File: config.mk
export PLATFORM = sky130hd
export DESIGN_NAME = otsu_ctrl
export DESIGN_NICKNAME = d
export VERILOG_FILES = /design/src/rtl/otsu_pkg.sv /design/src/rtl/otsu_ctrl.sv
export SDC_FILE = /design/constraint.sdc
export NUM_CORES = 1
export LEC_CHECK = 0
export BUFFER_PORTS_ARGS = -buffer_cell sky130_fd_sc_hd__buf_2
export CAP_MARGIN = 15
export CORE_AREA = 2 2 49 51
export DETAILED_ROUTE_END_ITERATION = 12
export DIE_AREA = 0 0 51 53
export PLACE_DENSITY = 0.6
export SYNTH_ARGS = -nofsm -noshare
export SYNTH_HDL_FRONTEND = slang
export SYNTH_SLANG_ARGS = --single-unit
File: constraint.sdc
create_clock -name clk -period 5.15 [get_ports clk]
set_clock_uncertainty 0.15 [all_clocks]
set_input_delay 1.2875 -clock clk [delete_from_list [all_inputs] [get_ports clk]]
set_output_delay 1.2875 -clock clk [all_outputs]
set_load 0.02 [all_outputs]
File: src/rtl/otsu_pkg.sv
`default_nettype none
// ----------------------------------------------------------------------------
// otsu_pkg
// shared constants, operation codes and control structs of the otsu threshold
// block
// ----------------------------------------------------------------------------
package otsu_pkg;

	localparam int BINS_DEF       = 256;
	localparam int COUNT_BITS_DEF = 24;

	localparam int DATA_W   = 24;
	localparam int PC_W     = 24;
	localparam int LVL_W    = 8;
	localparam int SUM_W    = 32;
	localparam int LIMB_W   = 32;
	localparam int MUL_W    = 64;
	localparam int AB_W     = 56;
	localparam int PROD_W   = 48;
	localparam int SQ_W     = 112;
	localparam int ACC_W    = 192;
	localparam int PADDR_W  = 3;
	localparam int PDATA_W  = 32;

	localparam logic [PADDR_W-1:0] ADDR_PIXEL_COUNT = 3'd0;

	localparam logic [3:0] OP_NONE = 4'd0;
	localparam logic [3:0] OP_TOT  = 4'd1;
	localparam logic [3:0] OP_SB   = 4'd2;
	localparam logic [3:0] OP_A    = 4'd3;
	localparam logic [3:0] OP_B    = 4'd4;
	localparam logic [3:0] OP_P    = 4'd5;
	localparam logic [3:0] OP_SQ   = 4'd6;
	localparam logic [3:0] OP_L    = 4'd7;
	localparam logic [3:0] OP_R    = 4'd8;

	typedef struct packed {
		logic [3:0] op;
		logic [2:0] k;
		logic       load;
		logic       scan_init;
		logic       rd;
		logic       bin_add;
		logic       idx_inc;
		logic       mag_ld;
		logic       acc_clr;
		logic       sq_ld;
		logic       lhs_ld;
		logic       decide;
		logic       finish;
	} cmd_t;

	typedef struct packed {
		logic room;
		logic more;
		logic bc_zero;
		logic bc_ge_pc;
		logic take;
		logic out_full;
	} sts_t;

endpackage
`default_nettype wire

File: src/rtl/otsu_ctrl.sv
`default_nettype none
// ----------------------------------------------------------------------------
// otsu_ctrl
// sequencer for histogram loading and the per bin scoring scan
// ----------------------------------------------------------------------------
module otsu_ctrl (
	input  wire logic          clk,
	input  wire logic          arst_n,
	input  wire logic          s_tvalid,
	input  wire logic          s_tlast,
	output logic               s_tready,
	output otsu_pkg::cmd_t     cmd,
	input  wire otsu_pkg::sts_t sts
);
	import otsu_pkg::*;

	localparam logic [4:0] S_IDLE = 5'd0;
	localparam logic [4:0] S_RD   = 5'd1;
	localparam logic [4:0] S_H    = 5'd2;
	localparam logic [4:0] S_SBW  = 5'd3;
	localparam logic [4:0] S_CHK  = 5'd4;
	localparam logic [4:0] S_MB   = 5'd5;
	localparam logic [4:0] S_MP   = 5'd6;
	localparam logic [4:0] S_PW   = 5'd7;
	localparam logic [4:0] S_SQ   = 5'd8;
	localparam logic [4:0] S_D1   = 5'd9;
	localparam logic [4:0] S_LQ   = 5'd10;
	localparam logic [4:0] S_L    = 5'd11;
	localparam logic [4:0] S_D2   = 5'd12;
	localparam logic [4:0] S_LL   = 5'd13;
	localparam logic [4:0] S_R    = 5'd14;
	localparam logic [4:0] S_D3   = 5'd15;
	localparam logic [4:0] S_DEC  = 5'd16;
	localparam logic [4:0] S_FIN  = 5'd17;

	logic [4:0] state_q;
	logic [4:0] state_d;
	logic [2:0] k_q;
	logic       rdy;

	assign rdy      = (state_q == S_IDLE) && !(sts.out_full && s_tlast);
	assign s_tready = rdy;

	always_comb begin
		cmd     = '0;
		cmd.k   = k_q;
		state_d = state_q;
		unique case (state_q)
			S_IDLE: begin
				if (s_tvalid && rdy) begin
					cmd.load = 1'b1;
					if (sts.room) begin
						cmd.op = OP_TOT;
					end
					if (s_tlast) begin
						cmd.scan_init = 1'b1;
						state_d       = S_RD;
					end
				end
			end
			S_RD: begin
				if (!sts.more) begin
					state_d = S_FIN;
				end else begin
					cmd.rd  = 1'b1;
					state_d = S_H;
				end
			end
			S_H: begin
				cmd.bin_add = 1'b1;
				cmd.op      = OP_SB;
				state_d     = S_SBW;
			end
			S_SBW: begin
				if (sts.bc_zero) begin
					cmd.idx_inc = 1'b1;
					state_d     = S_RD;
				end else if (sts.bc_ge_pc) begin
					state_d = S_FIN;
				end else begin
					state_d = S_CHK;
				end
			end
			S_CHK: begin
				cmd.op  = OP_A;
				state_d = S_MB;
			end
			S_MB: begin
				cmd.op  = OP_B;
				state_d = S_MP;
			end
			S_MP: begin
				cmd.op  = OP_P;
				state_d = S_PW;
			end
			S_PW: begin
				cmd.mag_ld = 1'b1;
				state_d    = S_SQ;
			end
			S_SQ: begin
				cmd.op = OP_SQ;
				if (k_q == 3'd3) begin
					state_d = S_D1;
				end
			end
			S_D1: begin
				state_d = S_LQ;
			end
			S_LQ: begin
				cmd.sq_ld   = 1'b1;
				cmd.acc_clr = 1'b1;
				state_d     = S_L;
			end
			S_L: begin
				cmd.op = OP_L;
				if (k_q == 3'd7) begin
					state_d = S_D2;
				end
			end
			S_D2: begin
				state_d = S_LL;
			end
			S_LL: begin
				cmd.lhs_ld  = 1'b1;
				cmd.acc_clr = 1'b1;
				state_d     = S_R;
			end
			S_R: begin
				cmd.op = OP_R;
				if (k_q == 3'd7) begin
					state_d = S_D3;
				end
			end
			S_D3: begin
				state_d = S_DEC;
			end
			S_DEC: begin
				cmd.decide  = 1'b1;
				cmd.acc_clr = 1'b1;
				cmd.idx_inc = 1'b1;
				state_d     = S_RD;
			end
			S_FIN: begin
				cmd.finish = 1'b1;
				state_d    = S_IDLE;
			end
			default: begin
				state_d = S_IDLE;
			end
		endcase
	end

	always_ff @(posedge clk or negedge arst_n) begin
		if (!arst_n) begin
			state_q <= S_IDLE;
			k_q     <= '0;
		end else begin
			state_q <= state_d;
			k_q     <= (state_d != state_q) ? 3'd0 : k_q + 3'd1;
		end
	end

endmodule
`default_nettype wire

Yosys cells after proc, flatten, opt, wreduce, memory -nomap -nowiden

Index checks and enable logic that the tools add are counted.
W data, S select, Z words.

$add $sub $neg: 1
Equality and inequality tests: 20
Mux-type cells: 27
Reduce and logical (&&, ||, !) cells: 6

Operators by type and width:

| kind                  | number |
|---|---|
| $pmux W5 S17          | 1 |
| $eq A5 B4 Y1 const B  | 8 |
| $mux W5               | 8 |
| $pmux W4 S8           | 1 |
| $eq A5 B3 Y1 const B  | 4 |
| $mux W1               | 13 |
| $eq A5 B2 Y1 const B  | 2 |
| $eq A5 B5 Y1 const B  | 2 |
| $eq A5 B1 Y1 const B  | 1 |
| $logic_not A5 Y1      | 1 |
| $ne A5 B5 Y1          | 1 |
| $mux W2               | 2 |
| $add A3 B1 Y3 const B | 1 |
| $eq A3 B2 Y1 const B  | 1 |
| $eq A3 B3 Y1 const B  | 1 |
| $logic_and A1 B1 Y1   | 3 |
| $mux W3               | 1 |
| $reduce_or A3 Y1      | 1 |
| $pmux W1 S2           | 1 |
| $logic_not A1 Y1      | 1 |

Register bits: 8

Depth between registers and ports, before layout

Gate-level depths: netlist of run 1.

Depth after elaboration: 8
Depth in mapped cells: 6
Mapped depth without buffers: 6

Worst setup path before layout of run 1

No wires, ideal clock.

Path type: input to output
From: input s_tlast
To: output cmd[14] in the netlist's numbering
Arrival: 2279 ps
Required time: 3713 ps
Path slack: 1434 ps
Stages: 3
Cells stage by stage: a211oi_2 > and2_1 > o2bb2ai_1

RTL lines:

| element         | line            | source |
|---|---|---|
| start, declared | otsu_ctrl.sv:10 | `input wire logic s_tlast,` |
| end, declared   | otsu_ctrl.sv:12 | `output otsu_pkg::cmd_t cmd,` |

==> results of run 1 <==
[critical path, cell delays in order]
cell,delay [ns]
buf_2,0.11
a211oi_2,0.22
and2_1,0.17
o2bb2ai_1,0.11
buf_2,0.18
[path summary, 6_finish.rpt]
check,from,endpoint,slack [ns],depth (start not counted)
max in group asynchronous,arst_n,k_q[1],3.97,1
worst max register to register,state_q[1],k_q[0],3.22,5
min in group asynchronous,arst_n,state_q[4],0.72,1
worst min register to register,k_q[0],k_q[0],0.37,1
worst min-delay path,k_q[0],k_q[0],0.37,1
worst max-delay path,s_tlast,cmd[14],1.64,5
[power groups by stage]
stage	sequential [mW]	combinational, mW	clock, mW
floorplan	0.110	0.241	0
global placement	0.145	0.280	0
detailed placement	0.144	0.283	0
CTS	0.143	0.284	0.0475
global route	0.152	0.314	0.0537
finish	0.144	0.280	0.0461
[kinds of logic (layout without fill, tap and decap cells)]
family                     after synthesis  after routing  synth area share
adders and majority gates                3              3           0.05077
xor gates and xnor gates                 2              2           0.02369
DFF                                      8              8            0.2707
buffers and inverters                   10             34           0.05413
muxes                                    1              1           0.01523
and+or+nand+nor                         50             50            0.3350
AOI/OAI and AO/OA                       25             25            0.2504
[cell usage in the layout, fill, tap and decap left out, drive strengths merged, types with 4 or more instances in the layout]
master,count
nand2b,4
o21ai,5
nand2,11
nor2,14
inv,4
nor3,8
dfrtp,8
buf,27
a21oi,4
[layer usage]
layer,routed length (µm),up-vias,global-route usage
met5,0,-,0
met4,0,0,0.02703
met3,57,0,0.05085
met2,886,14,0.2338
met1,914,373,0.1948
li1,-,404,-
[through the flow]
stage	area [µm²]	hold WS, ns	instances	util
final	907.1	0.3689	151	0.4222
after global routing	907.1	0.3876	151	0.4222
after CTS	907.1	0.3715	151	0.4222
after detailed placement	884.6	0.3650	148	0.4118
after global placement	884.6	0.3511	148	0.4118
after floorplan	739.5	0.4635	99	-
[final cells by class]
class                   instances  area, µm²  share of cell area
clock buffers                   3      22.52             0.02483
inverters                       4      15.01             0.01655
multi-input cells              81      499.2              0.5503
flip-flops and latches          8      200.2              0.2207
well taps                      28      35.03             0.03862
repair buffers                 27      135.1              0.1490
[sequential cells by signal, summed over array words and instances (netlist names)]
signal	cells
state_q	5
k_q	3
==> impl_results.md, run 1 <==
- Setup WS pre-CTS: 1.636 ns
- GR Overflow Total: 0
- GP Congestion: 0.7953
- Share of layout cells above drive strength 1: 0.2846
- Effective utilization at floorplan: 0.3442
- Top cells by area, synth: dfrtp_1 (27%), nor2_1 (7.1%), nand2_1 (5.6%)
- DR vias: 791
- TNS Setup: 0 ns
- CTS Sinks: 8
- Comb power frac: 0.595
- CP Class: input pin to output pin
- Root buf cell: clkbuf_4
- Final Critical Period: 3.512 ns
- P_sw: 0.2469 mW
- Power Total: 0.4704 mW
- Worst setup SP type: input pin
- Max-slew violations: 0
- Synth top area share: 0.2707
- Area leader, netlist: dfrtp_1
- Drt total wl: 1.857 mm
- Synth Instances: 99
- Worst setup margin: 1.638 ns
- First-pass GRT wire length: 2.994 mm
- Crit end category: output pin
- Maximum fanout along the worst path: 2
- Netlist cell types: 37
- Total GRT Usage: 0.1476
- H-tree Lvls: 1
- DIE AREA: 2703 µm²
- Register area share after synthesis: 0.2707
- Synth cell count leaders: nor2_1 (14), nand2_1 (11), dfrtp_1 (8), nor3_1 (8)
- DRT Pass-1 Iters: 4
- Syn nets: 112
- Max frequency: 284.8 MHz
- Flop pwr share: 0.307
- CP required: 3.71 ns
- DR vias/cell: 5.238
- Leak: 0.4537 nW
- Core footprint: 2148 µm²
- Avg Inst Size Synth: 7.469 µm²
- Clk_lat worst skew: 0.25 ns
- Synth warn: 0
- Pwr Density: 518.5 nW/µm²
- Pint: 0.2235 mW
- Clock network power share: 0.098
- I/O Pins: 29
- Hpwl dp: 1.440 mm
- RSZ-0062 raised after global routing: no
- Sw Share: 0.5248
- DR WL/cell: 12.30 µm
- Synth Flop Type: dfrtp_1
- Die W: 51 µm
- Post-Syn Area: 739.5 µm²
- CTS tree: built
- Worst-Margin Slew: 0.5376 ns
- Area Growth Syn to Fin: 22.67%
- Postcts setup bufs: 0
- #FFs+latches synth: 8
- PortBufs: 27
- Row count: 17
- Slew margin rel.: 0.6416
- Crit share post-route: 0.6819
- Initial DRC Count: 19
- Async S/R FF share, synth: 1.000
- Hold Vio Cnt, Final: 0
- Max VDD drop: 179.0 µV
- Nets: 138
- Clk buf depth: 2
- Number of global-route vias before repair: 686
- Hold WC Path Type: flop to flop
- Most common cell in the netlist: nor2_1
- Worst-path clk slew: 0.05 ns
- Outcome: finished clean
- Fillers: 248
- Die height: 53 µm
- Worst EP arrival: 2.07 ns
- CTS buffer count: 3
- Final setup viols: 0
- Initial antenna violation count: 0
- Largest net degree at the start of global routing: 19
- Post-detailed-route count of antenna-violating nets: 0
- Number of synthesized flops with an enable pin: 0
- Diode count: 0
- Max-Cap Viols: 0
- Drt drc: 0
- Hold Buf Count CTS: 0
- # resized after CTS: 0
No activity file was read; power rests on OpenSTA's default activity.
==> inputs of run 2 (changes only) <==
ABC_AREA = 1   (was default)
CORE_AREA = 2 2 54 56   (was 2 2 49 51)
DIE_AREA = 0 0 56 58   (was 0 0 51 53)
PLACE_DENSITY = 0.58   (was 0.6)
clock period = 3.15 ns   (was 5.15 ns; I/O delays follow)
==> run 2 against run 1 <==
Register-to-register slack lost 2.0 ns; wire length rose by 15%; largest power group unchanged; global-route usage fell by 0.14 points; flip-flop and latch count stayed put; critical endpoint unchanged; die area up 20%; largest cell class unchanged; synthesized cell count is 36% higher; total power rose by 96%; non-clock buffer count stayed put; sequential power grew 42%.
==> impl_results.md, run 2 <==
- Outcome: finished clean
- Area leader, netlist: dfrtp_1
- Flip-flop and latch area: 200.2 µm²
- Die height: 58 µm
- Maximum fanout along the worst path: 10
- Drt drc: 0
- CP max stage delay: 0.55 ns
- Fillers: 296
- Worst-Margin Slew: 0.4809 ns
- Max-Cap Viols: 0
- Clk_lat worst skew: 0.24 ns
- Nets: 177
- Synth cell count leaders: nand2_1 (31), inv_1 (17), nor2_1 (17)
- Max frequency: 381.5 MHz
- Area Growth Syn to Fin: 18.52%
- Clk buf depth: 2
- Max reg flops: 5
- CP dominant cell by count: nand2_1
- Crit-path slowest cell: dfrtp_1
- Crit share post-route: 0.8320
- Hold Vio Cnt, Final: 0
- Number of global-route vias before repair: 934
- Die W: 56 µm
- P_sw: 0.5314 mW
- Worst setup margin: 0.5291 ns
- Hpwl dp: 1.846 mm
- Share of layout cells above drive strength 1: 0.3827
- TNS Setup: 0 ns
- I/O Pins: 29
- Initial DRC Count: 13
- Crit end category: output pin
- Worst-path clk slew: 0.05 ns
- Critical path buffer and inverter count: 2
- Max VDD drop: 459.5 µV
- DR vias: 917
- Synth top area share: 0.2279
- GP Congestion: 0.9279
- Worst Reg2Reg Path Length in Cells: 9
- Final Critical Period: 2.621 ns
- Synth Area in XOR/XNOR: 0
- Post-Syn Area: 878.3 µm²
- Synth warn: 0
- Worst setup SP type: flop
- Syn nets: 148
- Combinational family with the most area after synthesis: simple AND/OR/NAND/NOR gates
- Largest net degree at the start of global routing: 11
- CP Class: flop to output pin
- Netlist cell types: 22
- DIE AREA: 3248 µm²
- Post-detailed-route count of antenna-violating nets: 0
- Drt total wl: 2.140 mm
- Max-slew violations: 0
- Number of synthesized flops with an enable pin: 0
- Comb power frac: 0.699
- Multi-input logic area: 549.3 µm²
- Postcts setup bufs: 0
- Top cells by area, synth: dfrtp_1 (23%), nand2_1 (13%), nor2_2 (7.8%)
- Post-synthesis mux area share: 0
- Synth Flop Type: dfrtp_1
- Clock network power share: 0.079
- DR WL/cell: 11.09 µm
- Most flops, register: state_q
- Simple-gate share of the synthesized area: 0.5370
- Total GRT Usage: 0.1461
- RSZ-0062 raised after global routing: no
- CTS tree: built
- Most common cell in the netlist: nand2_1
- Final core occ: 0.3910
- CTS buffer count: 3
- WP depth: 8
- Flop pwr share: 0.222
- Setup WS pre-CTS: 0.5721 ns
- Effective utilization at floorplan: 0.3299
- Slew margin rel.: 0.6794
- Synth Instances: 135
- DRT Pass-1 Iters: 4
- PortBufs: 27
- Diode count: 0
- Sequence of cells on the critical path: nor2_4 -> nand2_2 -> nor3_2 -> nand2_1 -> inv_1 -> nand2_1 -> o211ai_1 -> buf_2
- First-pass GRT wire length: 3.905 mm
- Register area share after synthesis: 0.2279
- Crit path max-delay family: simple AND/OR/NAND/NOR gates
- Avg Inst Size Synth: 6.506 µm²
- CTS Sinks: 8
- GR Overflow Total: 0
- CP required: 2.21 ns
- Leak: 0.6409 nW
- Final setup viols: 0
- Worst EP arrival: 1.68 ns
- CP Launch Point: state_q[2]
- Finished Layout Cells: 193
- Initial antenna violation count: 0
- Hold Buf Count CTS: 0
- Post-Synth Adder-Cell Area: 0.04274
- Commonest non-fill, non-tap cell in the layout: nand2_1
- Sw Share: 0.5777
- Async S/R FF share, synth: 1.000
- Pint: 0.3885 mW
- Hold WC Path Type: input pin to async pin
- Reg2reg setup slack: 1.25 ns
- Row count: 19
- DR vias/cell: 4.751
- R2R Path End: k_q[2]
- Most frequent cells in the layout: nand2_1 (31), buf_2 (27), nor2_1 (17), inv_1 (17), nand3_1 (12)
- DP Cell Count: 190
- Launching point of the worst reg2reg path: state_q[2]
- H-tree Lvls: 1
- Root buf cell: clkbuf_4
- Core footprint: 2663 µm²
- Synth Area in Compound Gates: 0.04558
- #FFs+latches synth: 8
- Pwr Density: 883.7 nW/µm²
- Top Registers: state_q x5, k_q x3
- # resized after CTS: 0
## run 2: cell count changes in the layout (fill, tap and decap cells not counted), moves of 4 or more
cell      previous run  this run
nand2_1             11        31
inv_1                3        17
nor2_2               0        11
nand3_1              3        12
nand2_2              0         6
nor3_1               8         2
a21oi_1              4         0
inv_2                1         5
nand2b_1             4         0
nand4_1              0         4
## run 2: worst max path at each step
| stage | end | slack, ns |
|---|---|---|
| after floorplan | cmd[14] | 0.42 |
| after global placement | cmd[14] | 0.61 |
| after detailed placement | cmd[14] | 0.57 |
| after CTS | cmd[14] | 0.50 |
| after global routing | cmd[14] | 0.37 |
| final | cmd[14] | 0.53 |
## run 2: worst reg2reg max path: stages, from the launching register on
cell and delay (ns):
dfrtp_1 0.55, nor2_4 0.20, nand2_2 0.08, nor2_1 0.19, nand3_1 0.16, nand4_1 0.12, nand3_1 0.10, nor2_2 0.12
nand2_2 0.07, nor2_1 0.09
## run 2: cell type report
class                      instances  area share
clock buffer                       3     0.02163
multi-input combinational        100      0.5276
inverter                          24     0.09135
timing repair buffer              27      0.1298
tap                               31     0.03726
sequential                         8      0.1923
## run 2: cell families after synthesis
kind of cell             count (synthesis)
AO/OA/AOI/OAI                            6
adder cells (fa/ha/maj)                  3
buffers and inverters                   27
flip-flops                               8
AND/OR/NAND/NOR                         91
## run 2: power groups by stage
stage,Clock (mW),Combinational [mW],Sequential [mW]
floorplan,0,0.542,0.172
global placement,0,0.639,0.204
detailed placement,0,0.644,0.205
CTS,0.0789,0.646,0.204
global route,0.0849,0.727,0.212
finish,0.0729,0.643,0.204
## run 2: routing by layer
layer	routed length (µm)	up-vias	global-route usage	part of all wire
met3	161	4	0.02232	0.075
met5	0	-	0	0
li1	-	484	-	-
met2	1021	25	0.2454	0.48
met1	932	404	0.1854	0.44
met4	25	0	0.06803	0.012
## run 2: stage by stage
| stage | total power [mW] | hold WS [ns] | instance area (µm²) |
|---|---|---|---|
| 3_3_place_gp | 0.8432 | 0.2967 | 1018 |
| 5_1_grt | 1.024 | 0.2190 | 1041 |
| 2_1_floorplan | 0.7141 | 0.3419 | 878.3 |
| 4_1_cts | 0.9287 | 0.2175 | 1041 |
| 6_report | 0.9199 | 0.2240 | 1041 |
| 3_5_place_dp | 0.8492 | 0.3039 | 1018 |
